===== src/sv/mfd_pkg.sv =====
// shared constants and types for the multiplexed frame deframer
`default_nettype none
package mfd_pkg;

	localparam logic [7:0] START_BYTE    = 8'hBF;
	localparam logic [7:0] INVERT_MASK   = 8'hFF;
	localparam logic [7:0] MAX_DATA_LINK = 8'd8;

	localparam logic [1:0] KIND_PAYLOAD  = 2'd0;
	localparam logic [1:0] KIND_GOOD     = 2'd1;
	localparam logic [1:0] KIND_BAD      = 2'd2;
	localparam logic [1:0] KIND_OVERFLOW = 2'd3;

	localparam logic REG_MAX_PAYLOAD  = 1'b0;
	localparam logic REG_CTRL_LINK_ID = 1'b1;

	localparam logic [15:0] MAX_PAYLOAD_RST  = 16'd1024;
	localparam logic [7:0]  CTRL_LINK_ID_RST = 8'd255;

	typedef struct packed {
		logic [15:0] byte_index;
		logic [15:0] frame_length;
		logic [7:0]  frame_link;
		logic [7:0]  data_byte;
	} res_data_t;

	typedef struct packed {
		logic [1:0] kind;
		res_data_t  data;
	} res_t;

endpackage
`default_nettype wire


===== src/sv/mux_frame_deframer_core.sv =====
// top level of the multiplexed frame deframer: framing state, apb registers, output stage
// a result is registered in the output register, or in the skid while the output stalls
// throughput: one request per cycle unless skid full; framing state updates in the accept cycle
// a two-entry output stage (output register plus skid) keeps s_tready high while one result waits
// reset: asynchronous, active low; hunts for a start byte, registers take their defaults
`default_nettype none
module mux_frame_deframer_core
	import mfd_pkg::*;
(
	input  wire logic        clk,
	input  wire logic        arst_n,
	input  wire logic        s_tvalid,
	output logic             s_tready,
	input  wire logic [7:0]  s_tdata,   // rx_byte
	output logic             m_tvalid,
	input  wire logic        m_tready,
	output logic [47:0]      m_tdata,   // data_byte, frame_link, frame_length, byte_index
	output logic [1:0]       m_tuser,   // kind
	input  wire logic        psel,
	input  wire logic        penable,
	input  wire logic        pwrite,
	input  wire logic [2:0]  paddr,
	input  wire logic [31:0] pwdata,
	output logic [31:0]      prdata,
	output logic             pready
);

	localparam logic [2:0] PH_HUNT   = 3'd0;
	localparam logic [2:0] PH_LINK   = 3'd1;
	localparam logic [2:0] PH_LEN_HI = 3'd2;
	localparam logic [2:0] PH_LEN_LO = 3'd3;
	localparam logic [2:0] PH_DATA   = 3'd4;
	localparam logic [2:0] PH_CHECK  = 3'd5;

	logic [15:0] max_payload_q;
	logic [7:0]  ctrl_link_id_q;
	logic [2:0]  phase_q, phase_d;
	logic [7:0]  held_link_q, held_link_d;
	logic [15:0] held_length_q, held_length_d;
	logic [15:0] payload_count_q, payload_count_d;
	logic [15:0] count_inc;
	logic        in_acc, cfg_wr, out_free;
	logic        res_v;
	res_t        res;
	logic        out_v_q, skid_v_q;
	res_t        out_q, skid_q;

	// apb registers
	assign pready = 1'b1;
	assign cfg_wr = psel && penable && pwrite && pready;

	always_comb begin
		unique case (paddr[2])
			REG_MAX_PAYLOAD:  prdata = {16'd0, max_payload_q};
			REG_CTRL_LINK_ID: prdata = {24'd0, ctrl_link_id_q};
			default:          prdata = 32'd0;
		endcase
	end

	always_ff @(posedge clk or negedge arst_n) begin
		if (!arst_n) begin
			max_payload_q  <= MAX_PAYLOAD_RST;
			ctrl_link_id_q <= CTRL_LINK_ID_RST;
		end else if (cfg_wr) begin
			if (paddr[2] == REG_MAX_PAYLOAD) begin
				max_payload_q <= pwdata[15:0];
			end else begin
				ctrl_link_id_q <= pwdata[7:0];
			end
		end
	end

	// framing state
	assign s_tready  = !skid_v_q;
	assign in_acc    = s_tvalid && s_tready;
	assign count_inc = payload_count_q + 16'd1;

	always_comb begin
		phase_d         = phase_q;
		held_link_d     = held_link_q;
		held_length_d   = held_length_q;
		payload_count_d = payload_count_q;
		res_v           = 1'b0;
		res.kind                = KIND_PAYLOAD;
		res.data.data_byte      = 8'd0;
		res.data.frame_link     = held_link_q;
		res.data.frame_length   = held_length_q;
		res.data.byte_index     = payload_count_q;
		unique case (phase_q)
			PH_HUNT: begin
				if (s_tdata == START_BYTE) begin
					phase_d = PH_LINK;
				end
			end
			PH_LINK: begin
				if (s_tdata <= MAX_DATA_LINK || s_tdata == ctrl_link_id_q) begin
					held_link_d = s_tdata;
					phase_d     = PH_LEN_HI;
				end else begin
					phase_d = PH_HUNT;
				end
			end
			PH_LEN_HI: begin
				held_length_d = {s_tdata, 8'd0};
				phase_d       = PH_LEN_LO;
			end
			PH_LEN_LO: begin
				held_length_d   = {held_length_q[15:8], held_length_q[7:0] | s_tdata};
				payload_count_d = 16'd0;
				phase_d         = (held_length_d == 16'd0) ? PH_CHECK : PH_DATA;
			end
			PH_DATA: begin
				res_v = 1'b1;
				if (payload_count_q < max_payload_q) begin
					res.data.data_byte = s_tdata;
					payload_count_d    = count_inc;
					if (count_inc == held_length_q) begin
						phase_d = PH_CHECK;
					end
				end else begin
					res.kind        = KIND_OVERFLOW;
					phase_d         = PH_HUNT;
					payload_count_d = 16'd0;
				end
			end
			PH_CHECK: begin
				res_v           = 1'b1;
				res.kind        = ((s_tdata ^ INVERT_MASK) == held_link_q) ? KIND_GOOD : KIND_BAD;
				phase_d         = PH_HUNT;
				payload_count_d = 16'd0;
			end
			default: begin
				phase_d         = PH_HUNT;
				payload_count_d = 16'd0;
			end
		endcase
	end

	always_ff @(posedge clk or negedge arst_n) begin
		if (!arst_n) begin
			phase_q         <= PH_HUNT;
			held_link_q     <= 8'd0;
			held_length_q   <= 16'd0;
			payload_count_q <= 16'd0;
		end else if (in_acc) begin
			phase_q         <= phase_d;
			held_link_q     <= held_link_d;
			held_length_q   <= held_length_d;
			payload_count_q <= payload_count_d;
		end
	end

	// output register and skid
	assign out_free = !out_v_q || m_tready;

	always_ff @(posedge clk or negedge arst_n) begin
		if (!arst_n) begin
			out_v_q  <= 1'b0;
			skid_v_q <= 1'b0;
		end else if (out_free) begin
			if (skid_v_q) begin
				out_v_q  <= 1'b1;
				skid_v_q <= 1'b0;
			end else begin
				out_v_q <= in_acc && res_v;
			end
		end else if (in_acc && res_v) begin
			skid_v_q <= 1'b1;
		end
	end

	always_ff @(posedge clk) begin
		if (out_free) begin
			out_q <= skid_v_q ? skid_q : res;
		end else if (in_acc && res_v) begin
			skid_q <= res;
		end
	end

	assign m_tvalid = out_v_q;
	assign m_tdata  = out_q.data;
	assign m_tuser  = out_q.kind;

endmodule
`default_nettype wire


===== config.mk =====
export PLATFORM = sky130hd
export DESIGN_NAME = mux_frame_deframer_core
export DESIGN_NICKNAME = d
export VERILOG_FILES = /design/src/sv/mfd_pkg.sv /design/src/sv/mux_frame_deframer_core.sv
export SDC_FILE = /design/constraint.sdc
export NUM_CORES = 1
export LEC_CHECK = 0
export ABC_AREA = 1
export BUFFER_PORTS_ARGS = -buffer_cell sky130_fd_sc_hd__buf_2
export CAP_MARGIN = 40
export CORE_ASPECT_RATIO = 1.75
export CORE_MARGIN = 3
export CORE_UTILIZATION = 51
export DETAILED_ROUTE_END_ITERATION = 16
export HOLD_SLACK_MARGIN = 0.15
export PLACE_DENSITY = 0.76
export SYNTH_ARGS = -nofsm -noshare
export SYNTH_HDL_FRONTEND = slang
export SYNTH_SLANG_ARGS = --single-unit

===== constraint.sdc =====
create_clock -name clk -period 6 [get_ports clk]
set_input_delay 0.3 -clock clk [delete_from_list [all_inputs] [get_ports clk]]
set_output_delay 0.3 -clock clk [all_outputs]
set_load 0.005 [all_outputs]

-- Word level (Yosys, flattened, before mapping)
Cells that the tools add are included.
- output and inout port bits: 85
- bits in registers: 169
- word-level logic and storage cells: 81
- input bits: 50
- equal/unequal tests: 11
- bitwise gates (word level): 6
- reduce and logical (&&, ||, !) cells: 22
- magnitude comparators: 2
- add/sub/neg operators: 1
- muxes and demuxes: 20
- operator list (cell ; count):
    16-bit one-hot mux with 2 select lines ; 2
    32-bit one-hot mux with 2 select lines ; 1
    50-bit 2-to-1 mux ; 1
    16-bit by 1-bit adder with 16-bit output (second input constant) ; 1
    16-bit == test ; 1
    8-bit == test ; 2
    16-bit logical NOT ; 1
    16-bit < comparator ; 1
    16-bit 2-to-1 mux ; 1
    8-bit 2-to-1 mux ; 2
    3-bit one-hot mux with 5 select lines ; 1
    2-bit AND reduction ; 5
    3-bit 2-to-1 mux ; 3
    3-bit AND reduction ; 3
    8-bit == test (second input constant) ; 1
    8-bit by 4-bit <= comparator with 1-bit output (second input constant) ; 1
    8-bit NOT ; 1
    8-bit bitwise OR ; 1
    3-bit by 2-bit == test with 1-bit output (second input constant) ; 2
    3-bit == test (second input constant) ; 2
    2-bit 2-to-1 mux ; 3
    1-bit 2-to-1 mux ; 5
    1-bit logical AND ; 4
    1-bit NOT ; 4
    10 further kinds ; 13

-- Logic depth before layout (Yosys ltp)
Gate-level depths: netlist of run 1.
- depth in word-level cells: 6
- gate-level depth with buffers: 17

-- Worst setup path after synthesis of run 1
Ideal clock, no wire load.
- path kind: flip-flop to flip-flop
- start: reg out_v_q (netlist: m_tvalid)
- end: reg skid_q[0] in the netlist's numbering, enable pin
- stages on the path, launching flop included: 3
- setup slack: 0.424 ns
- clock period less this slack: 5.576 ns
- path buffers: 0
- required time: 5.481 ns
- arrival time: 5.056 ns
- path through: dfrtp_1 nand2_1 nor3_1
- word-level cells in the longest chain between the ends: 4
- ends and longest elaborated chain (item ; RTL line ; text):
    start, declared ; mux_frame_deframer_core.sv:45 ; logic out_v_q, skid_v_q;
    start signal, assigned ; mux_frame_deframer_core.sv:165 ; out_v_q <= in_acc && res_v;
    1-bit logical NOT ; mux_frame_deframer_core.sv:154 ; assign out_free = !out_v_q || m_tready;
    1-bit logical OR ; mux_frame_deframer_core.sv:154 ;
    net out_free ; mux_frame_deframer_core.sv:42 ; logic in_acc, cfg_wr, out_free;
    1-bit NOT (no source line) ; - ;
    2-bit AND reduction (no source line) ; - ;
    end signal, assigned ; mux_frame_deframer_core.sv:176 ; skid_q <= res;
    end, declared ; mux_frame_deframer_core.sv:46 ; res_t out_q, skid_q;
The timed path passes the listed nets, and every way through them passes these cells.
A chain may end at the register's enable or synchronous reset.

-- Worst setup path in the final report of run 1
- start: reg out_v_q (netlist: m_tvalid)
- end: reg skid_q[40] in the netlist's numbering, enable pin
Same word-level chain as after synthesis.

==> out/summary.txt, run 1 <==
status: finished clean
layout cells sized above 1: 18.0%
area of the multi-input gates: 2630 µm²
sequential-to-total area share from yosys stat: 59.7%
end of the worst hold path: m_tvalid
WS Path Type: flop to flop
DR iter-0 viols: 416
Resized cells post-CTS: 0
worst r2r src: m_tvalid
die height: 171 µm
synth cell count leaders: 221 x nand2_1, 100 x edfxtp_1, 100 x inv_1
setup violators final: 0
FF+latch count, synth: 169
RR Endpoint: skid_q[40]
crit path max-delay cell type: nor3_2
vias in the first global route: 6061
Fin. Hold Viols: 0
cell family with most CP delay: buffers and inverters
Area Growth Syn to Fin: 17.8%
worst hold stages: 3
GR Overflow Total: 0
WHS: 0.184 ns
Initial DRT Pass Iterations: 5
Worst Hold Launch: s_tvalid
Worst Setup Start Kind: flop
Slew HR: 44.0%
largest net degree at the start of global routing: 99
GRT Total Usage: 22.6%
max-cap violation count: 0
VDD IR max: 0.211 mV
Reg clk slew, reported paths: 0.06 ns
core box area: 15100 µm²
synth warn: 0
DRC errors left: 0
fmax: 400 MHz
Data arrival, critical path: 2.55 ns
Synth Flop Type: edfxtp_1
post-synth top area cell: edfxtp_1
CTS sink count: 169
antenna cells: 0
Leak Pwr: 4.23 nW
initial antenna violation count: 0
Post-CTS Hold Buffers: 17
Least-Margin Pin Slew: 0.840 ns
H-tree depth: 4
setup TNS: 0 ns
Synth area leaders: edfxtp_1 38%, dfrtp_1 19%, nand2_1 10%
GP Congestion: 0.917
CP max stage delay: 0.75 ns
Bufs on Longest Clock Path: 2
Post-Syn Instances: 837
CTS tree: yes
DR vias/cell: 5.37
port bufs: 99
cell row count: 59
CP required: 6.06 ns
Post-CTS Setup Inserts: 0
io pins: 135
worst clock skew: 0.00764 ns
synthesized area per cell: 9.49 µm²
max-slew violations: 0
latest clock arrival within the worst-skew pair: 0.42 ns
Nets: 1018
top-area cell type share of the netlist area: 37.8%
CP Cell Sequence: nand2_2, buf_4, nor3_2, buf_4
Die X: 100 µm
worst hold path class: primary input to flop
Root Driver: clkbuf_16
Post-synth EDFFs: 100
DIE AREA: 17200 µm²
clock period minus worst slack: 2.50 ns
Routed WL per cell: 16.2 µm
Final ANT Viol Nets: 0
CP endpoint kind: flop
dpl hpwl: 13.1 mm
Syn Std Cell Area: 7950 µm²
first-pass GRT wire length: 30.1 mm
Final Routed Wirelength: 18.6 mm
via count: 6160
asr flop ratio synth: 40.8%
crit-path max FO: 53
Unique masters post-synth: 40
overall power: 3.49 mW
most numerous cell in the Yosys netlist: nand2_1
CTS buffer count: 17
period utilization: 41.6%
RSZ-0062 raised after global routing: no
FF+latch area: 4740 µm²
critical path buffer and inverter count: 2
Initial Utilization: 52.8%
fillcell total: 1262
setup slack, reg-to-reg: 3.50 ns
Worst R2R Path Depth: 4
Power Density: 373 nW/µm²
cell mode on critical path: buf_4
-- area by class of cell --
class | count | area share (%)
multi-input combinational | 536 | 28.1
timing repair buffer | 124 | 7.97
tap | 183 | 2.45
clock buffer | 17 | 4.55
sequential | 169 | 50.7
clock inverter | 15 | 2.06
inverter | 104 | 4.17
-- placed cells by master, fill, tap and decap left out, types with 5 or more instances in the layout --
| cell | count |
|---|---|
| a211oi_1 | 8 |
| a21oi_1 | 22 |
| buf_2 | 99 |
| buf_4 | 6 |
| clkbuf_16 | 17 |
| clkinvlp_4 | 5 |
| conb_1 | 17 |
| dfrtp_1 | 59 |
| dfstp_2 | 9 |
| dlygate4sd3_1 | 17 |
| edfxtp_1 | 100 |
| ha_1 | 16 |
| inv_1 | 100 |
| nand2_1 | 220 |
| nand2_2 | 7 |
| nand3_1 | 35 |
| nand4_1 | 16 |
| nor2_1 | 46 |
| nor4_1 | 5 |
| o21ai_0 | 93 |
| o21ai_1 | 5 |
| o22ai_1 | 14 |
| xor2_1 | 6 |
-- worst reg2reg max path, stage by stage (launching register included) --
cell and delay (ns):
dfrtp_1 0.36, nand2_2 0.05, buf_4 0.33, nor3_2 0.75
buf_4 0.62
-- report_power, final --
part           leakage [nW]  internal (mW)  total (mW)  switching [mW]
combinational          2.06          0.271       0.688           0.417
sequential             1.88           1.53        1.67           0.138
clock                 0.286          0.663        1.14           0.475
-- registers in the layout (all words and copies together) (netlist names) --
register / cells
skid_v_q: 1
held_length_q: 16
payload_count_q: 16
ctrl_link_id_q: 8
phase_q: 3
m_tdata: 48
max_payload_q: 16
m_tvalid: 1
held_link_q: 8
skid_q: 50
m_tuser: 2
-- through the flow --
stage          area (µm²)  utilization, %  setup WS [ns]  instances
6_report             9360            62.1           3.50       1148
4_1_cts              9360            62.1           3.44       1148
3_3_place_gp         8540            56.7           3.40       1097
5_1_grt              9360            62.1           3.29       1148
3_5_place_dp         8570            56.9           3.36       1099
2_1_floorplan        8000               -          0.424        852
-- per-layer routing --
layer,part of all wire (%),wire (µm),vias up,track usage (%)
met4,3.7,691,0,10.7
met5,0,0,-,0
met3,6.1,1130,38,4.41
met1,38,6990,2875,26.2
li1,-,-,2984,-
met2,53,9790,263,39.7
-- kinds of logic (layout without fill, tap and decap cells) --
group	Yosys count	count (layout)	share of synthesized area, %
flops	169	169	59.7
fa+ha+maj	16	16	2.52
xor+xnor	7	7	0.945
buf+inv	147	260	7.98
other cells	2	17	0.0945
compound gates	148	148	9.97
simple gates	348	348	18.8
-- worst max path at each step --
stage               startpoint    endpoint  slack (ns)  depth (start not counted)
floorplan             m_tvalid   skid_q[0]        0.42                          2
global placement      m_tready  skid_q[46]        3.40                          6
detailed placement    m_tready  skid_q[44]        3.36                          6
CTS                   m_tvalid  skid_q[40]        3.44                          4
global route          m_tvalid  skid_q[21]        3.29                          4
finish                m_tvalid  skid_q[40]        3.50                          4
Power figures use the tool's default switching activity.
==> inputs of run 2 (changes only) <==
Settings changed: ABC_AREA 1 to 0.
Clock period 6 ns to 2.1 ns, I/O delays scaled along.
==> run 2 against run 1 <==
  * The flow now finishes with violations (setup timing)
  * Sequential power rose to 2.9 times the previous value
  * Register-to-register slack got worse by 3.9 ns
  * Non-clock buffer count up 106
  * Cell count fell by 10%
  * Via count shrank 4.0%
  * Critical endpoint is now phase_q[0]
  * Largest cell class unchanged
  * Largest power group unchanged
  * Highest routed layer unchanged
==> out/summary.txt, run 2 <==
setup violators final: 37 (+37)
sequential-to-total area share from yosys stat: 59.6% (-0.094 points)
Largest Register: skid_q
overall power: 11.3 mW (+220%)
CP required: 2.44 ns (-3.62 ns)
latest clock arrival within the worst-skew pair: 0.44 ns (+0.02 ns)
initial antenna violation count: 0 (unchanged)
number of flip-flops in the largest register: 50 (unchanged)
Worst Setup Start Kind: flop
Initial DRT Pass Iterations: 5 (unchanged)
Cells after DPL: 961 (-13%)
asr flop ratio synth: 40.8% (unchanged)
most common cell after layout, fill and taps aside: edfxtp_1
commonest non-fill, non-tap cells in the layout: 100 x edfxtp_1, 99 x buf_2, 94 x buf_4
worst hold path class: primary input to async pin
Combinational Power Share: 28.0% (+8.3 points)
CTS tree: yes
period utilization: 118% (+76 points)
Finished Layout Cells: 1030 (-10%)
max-slew violations: 0 (unchanged)
GR Overflow Total: 0 (unchanged)
Sequential Power Share: 43.6% (-4.2 points)
most numerous cell in the Yosys netlist: edfxtp_1
vias in the first global route: 6060 (-0.016%)
Nets: 900 (-12%)
DIE AREA: 17200 µm² (+0.15%)
synth warn: 0 (unchanged)
DRC errors left: 0 (unchanged)
fillcell total: 1055 (-16%)
Leak Pwr: 4.66 nW (+10%)
GRT Total Usage: 24.3% (+1.6 points)
Core Util, Final: 69.6% (+7.5 points)
Syn Std Cell Area: 7960 µm² (+0.16%)
switching power: 3.55 mW (+240%)
Data arrival, critical path: 2.81 ns (+0.26 ns)
fmax: 405 MHz (+1.1%)
FF+latch count, synth: 169 (unchanged)
WS Path Type: flop to flop
CP endpoint kind: flop
Unique masters post-synth: 54 (+35%)
Final ANT Viol Nets: 0 (unchanged)
layout cells sized above 1: 45.6% (+28 points)
Switching Share: 31.6% (+2.1 points)
Synth area leaders: edfxtp_1 38%, dfrtp_1 19%, mux2_2 12%
dpl hpwl: 13.5 mm (+2.9%)
CTS buffer count: 17 (unchanged)
Synth Flop Type: edfxtp_1
DR iter-0 viols: 293 (-30%)
CTS sink count: 169 (unchanged)
synth cell count leaders: 100 x edfxtp_1, 88 x mux2_2, 60 x dfrtp_1
synthesized area per cell: 12.8 µm² (+35%)
Post-DP Area: 9260 µm² (+8.1%)
io pins: 135 (unchanged)
cell-internal power: 7.70 mW (+210%)
first-pass GRT wire length: 32.2 mm (+7.0%)
largest net degree at the start of global routing: 70 (-29%)
Slew HR: 52.0% (+8.0 points)
via count: 5914 (-4.0%)
worst setup margin: -0.371 ns (-3.87 ns)
Routed WL per cell: 19.8 µm (+22%)
Reg clk slew, reported paths: 0.07 ns (about the same)
core box area: 15100 µm² (unchanged)
cell row count: 59 (unchanged)
die height: 171 µm (about the same)
Initial Utilization: 52.8% (+0.083 points)
Post-synth EDFFs: 100 (unchanged)
Placement Setup Slack: -0.391 ns (-3.75 ns)
Design Area, Final: 10500 µm² (+12%)
Root Driver: clkbuf_16
Power Density: 1070 nW/µm² (+190%)
Bufs on Longest Clock Path: 2 (unchanged)
antenna cells: 0 (unchanged)
RSZ-0062 raised after global routing: yes
VDD IR max: 0.576 mV (+170%)
worst clock skew: 0.0108 ns (+0.00320 ns)
Least-Margin Pin Slew: 0.718 ns (-0.122 ns)
post-synth top area cell: edfxtp_1
H-tree depth: 4 (unchanged)
max-cap violation count: 0 (unchanged)
Fin. Hold Viols: 0 (unchanged)
Die X: 100 µm (about the same)
Final Routed Wirelength: 20.4 mm (+9.7%)
Area Growth Syn to Fin: 31.7%
top-area cell type share of the netlist area: 37.7% (-0.059 points)
GP Congestion: 0.889 (-3.1%)
DR vias/cell: 5.74 (+7.0%)
clock share of power: 28.4% (-4.2 points)
clock period minus worst slack: 2.47 ns (-0.0271 ns)
port bufs: 99 (unchanged)
setup TNS: -9.67 ns (-9.67 ns)
WHS: 0.215 ns (+0.0312 ns)
violated checks: setup timing
Post-Syn Instances: 621 (-26%)
status: complete, but fails checks
crit-path max FO: 4 (-92%)
-- run 2: logic make-up after synthesis --
family          after synthesis  synth area share [%]
other cells                   2                0.0944
mux                          88                  12.5
compound gates               87                  6.48
simple gates                149                  10.2
flops                       169                  59.6
buf+inv                      71                  4.37
xor+xnor                     39                  4.29
fa+ha+maj                    16                  2.52
-- run 2: repair_timing --
item / in CTS / in global routing
resized for setup: 34 / 31
pin swaps: 12 / 7
setup buffers: 8 / 3
hold endpoints to repair: 119 / 0
endpoints found under the setup margin: 38 / 38
hold buffers: 26 / 0
-- run 2: path summary, 6_finish.rpt --
check / cells past startpoint / to / slack, ns / from
hold / removal: 3 / held_link_q[6] / 0.22 / arst_n
hold reg to reg: 1 / max_payload_q[7] / 0.51 / max_payload_q[7]
setup reg to reg: 9 / phase_q[0] / -0.37 / payload_count_q[0]
max in group asynchronous: 3 / ctrl_link_id_q[1] / 1.51 / arst_n
setup / recovery: 9 / phase_q[0] / -0.37 / payload_count_q[0]
min in group clk: 2 / m_tdata[10] / 0.26 / m_tready
-- run 2: power groups by stage --
stage / sequential, mW / combinational [mW] / clock (mW)
finish: 4.91 / 3.15 / 3.20
global route: 5.00 / 3.42 / 3.37
CTS: 4.91 / 3.04 / 3.22
detailed placement: 4.97 / 2.89 / 0
global placement: 4.92 / 2.79 / 0
floorplan: 4.92 / 1.64 / 0
-- run 2: critical path, cell delays in order, from the launching register on --
cell	delay [ns]
dfrtp_2	0.45
buf_6	0.13
nand4_1	0.20
nor3_4	0.30
buf_6	0.16
nand3_4	0.08
xor2_1	0.15
o22ai_1	0.12
or4_1	0.55
a221oi_2	0.25
-- run 2: final cells by class --
cell class / count / area, µm² / share of cell area (%)
Inverter: 20 / 75.1 / 0.716
Timing Repair Buffer: 230 / 1610 / 15.3
Clock buffer: 17 / 425 / 4.06
Multi-Input combinational cell: 396 / 3230 / 30.8
Clock inverter: 15 / 176 / 1.68
Sequential cell: 169 / 4740 / 45.3
Tap cell: 183 / 229 / 2.18
-- run 2: metal layers --
layer	wire, µm	up-vias	GRT usage [%]
met4	747	0	8.97
met3	1170	55	5.32
li1	-	2659	-
met1	7610	2946	27.8
met5	0	-	0
met2	10900	254	43.9
==> inputs of run 3 (changes only) <==
Settings changed: BUFFER_PORTS_ARGS -buffer_cell sky130_fd_sc_hd__buf_2 to unset, CORE_UTILIZATION 51 to 62, DONT_BUFFER_PORTS set to 1, PLACE_DENSITY 0.76 to 0.78.
Clock period 2.1 ns to 3 ns, I/O delays scaled along.
==> run 3 against run 2 <==
  * The run now ends clean
  * Clock-buffer cell count rose by 1
  * Register-to-register slack improved by 0.61 ns
  * Critical endpoint unchanged
  * First-iteration DRC count rose by 20%
  * Clock skew fell by 0.00087 ns
  * Global-route usage rose by 1.1 points
  * Combinational power fell by 57%
  * Routed wire length fell by 15%
  * Die area fell by 17%
  * Fmax fell by 10%
==> out/summary.txt, run 3 (synthesized netlist as in run 2, its figures left out) <==
status: finished clean
Routed WL per cell: 20.9 µm (+5.7%)
RSZ-0062 raised after global routing: no
clock share of power: 29.9% (+1.5 points)
Worst Setup Start Kind: flop
number of flip-flops in the largest register: 50 (unchanged)
cell row count: 54 (-8.5%)
io pins: 135 (unchanged)
first-pass GRT wire length: 28.0 mm (-13%)
Worst Setup EP: phase_q[0]
WS Path Type: flop to flop
Sequential Power Share: 50.9% (+7.3 points)
latest clock arrival within the worst-skew pair: 0.42 ns (-0.02 ns)
cell-internal power: 4.90 mW (-36%)
worst r2r src: payload_count_q[1]
Slew HR: 44.2% (-7.8 points)
crit-path max FO: 8 (+4)
Leak Pwr: 3.66 nW (-21%)
Initial Utilization: 63.7% (+11 points)
area of the multi-input gates: 2940 µm² (-8.9%)
setup violators final: 0 (-100%)
CP endpoint kind: flop
DIE AREA: 14300 µm² (-17%)
Fin. Hold Viols: 0 (unchanged)
Worst R2R Path Depth: 8 (-1)
dpl hpwl: 11.2 mm (-17%)
Switching Share: 30.7% (-0.84 points)
port bufs: 0 (-100%)
max-cap violation count: 0 (unchanged)
Data arrival, critical path: 3.09 ns (+0.28 ns)
DR iter-0 viols: 351 (+20%)
GRT Total Usage: 25.4% (+1.1 points)
CTS buffer count: 17 (unchanged)
WHS: 0.201 ns (-0.0138 ns)
setup slack, reg-to-reg: 0.24 ns (+0.61 ns)
CTS sink count: 169 (unchanged)
setup TNS: 0 ns (+9.67 ns)
Least-Margin Pin Slew: 0.833 ns (+0.115 ns)
GR Overflow Total: 0 (unchanged)
layout cells sized above 1: 23.6% (-22 points)
DRC errors left: 0 (unchanged)
most common cell after layout, fill and taps aside: edfxtp_1
commonest non-fill, non-tap cells in the layout: 100 x edfxtp_1, 88 x mux2_2, 60 x dfrtp_1
largest net degree at the start of global routing: 70 (unchanged)
max-slew violations: 0 (unchanged)
Die X: 91.6 µm (-8.7%)
Final ANT Viol Nets: 0 (unchanged)
fmax: 363 MHz (-10%)
Combinational Power Share: 19.2% (-8.8 points)
FF+latch area: 4740 µm² (about the same)
worst hold path class: primary input to flop
die height: 156 µm (-9.0%)
antenna cells: 0 (unchanged)
fillcell total: 811 (-23%)
vias in the first global route: 5186 (-14%)
Final Routed Wirelength: 17.3 mm (-15%)
Resized cells post-CTS: 0 (-100%)
RR Endpoint: phase_q[0]
via count: 5026 (-15%)
CTS tree: yes
Area Growth Syn to Fin: 12.5%
H-tree depth: 4 (unchanged)
worst clock skew: 0.00997 ns (-0.000866 ns)
Bufs on Longest Clock Path: 2 (unchanged)
clock period minus worst slack: 2.76 ns (+0.287 ns)
switching power: 2.17 mW (-39%)
Post-CTS Setup Inserts: 0 (-8)
Nets: 710 (-21%)
core box area: 12500 µm² (-17%)
GP Congestion: 0.917 (+3.2%)
Reg clk slew, reported paths: 0.07 ns (about the same)
CP required: 3.33 ns (+0.89 ns)
Root Driver: clkbuf_16
critical path startpoint: payload_count_q[1]
Power Density: 790 nW/µm² (-26%)
Largest Register: skid_q
DR vias/cell: 6.09 (+6.1%)
Initial DRT Pass Iterations: 5 (unchanged)
initial antenna violation count: 0 (unchanged)
VDD IR max: 0.483 mV (-16%)
period utilization: 91.9% (-26 points)
Core Util, Final: 71.6% (+2.0 points)
run 3: changes by cell type in the layout (fill, tap and decap cells not counted), sizes merged:
cell,before,now
dlygate4sd3,26,27
clkbuf,17,18
bufinv,1,0
inv,28,26
clkinv,5,7
buf,204,13
run 3: metrics by stage:
step	power, mW	cell area (µm²)	instances	setup WS, ns
finish	7.07	8950	825	0.242
CTS	7.10	8950	825	0.240
detailed placement	4.91	8070	765	0.285
floorplan	4.54	8030	636	0.235
global placement	4.83	8070	765	0.280
global route	7.41	8950	825	0.0648
run 3: power groups by stage:
stage / sequential [mW] / clock (mW) / combinational, mW
floorplan: 3.43 / 0 / 1.11
global placement: 3.62 / 0 / 1.21
detailed placement: 3.65 / 0 / 1.26
CTS: 3.60 / 2.14 / 1.35
global route: 3.67 / 2.24 / 1.50
finish: 3.60 / 2.11 / 1.36
run 3: timing repair:
action                     in CTS  in global routing
hold buffers                   28                  0
hold endpoints to repair      140                  0
setup endpoints to repair       0                  0
run 3: worst max-delay path: stages (launching register included):
cell       delay, ns
dfrtp_1         0.49
ha_1            0.35
nand3_4         0.13
nor3_1          0.18
a31oi_1         0.08
a2111oi_0       0.50
nand4_1         0.16
or4_1           0.57
a221oi_2        0.22
run 3: worst min-delay path by stage:
| stage | start | to | depth (start not counted) |
|---|---|---|---|
| 3_5_place_dp | arst_n | max_payload_q[9] | 0 |
| 6_report | s_tdata[0] | skid_q[49] | 3 |
| 2_1_floorplan | arst_n | held_length_q[0] | 0 |
| 5_1_grt | s_tdata[0] | skid_q[49] | 3 |
| 4_1_cts | s_tdata[0] | skid_q[49] | 3 |
| 3_3_place_gp | arst_n | max_payload_q[9] | 0 |
run 3: layout make-up:
cell class	instances	area share, %
clock buffers	18	4.90
clock inverters	14	1.66
inverters	20	0.838
multi-input cells	396	32.8
flip-flops and latches	169	52.9
well taps	168	2.35
repair buffers	40	4.47
run 3: layer usage:
layer  global-route usage [%]  up-vias  share of wire, %
met5                        0        -                 0
met4                     10.9        0               2.8
met3                     4.78       39               6.2
met2                     44.7      216                54
met1                     30.3     2504                37
li1                         -     2267                 -
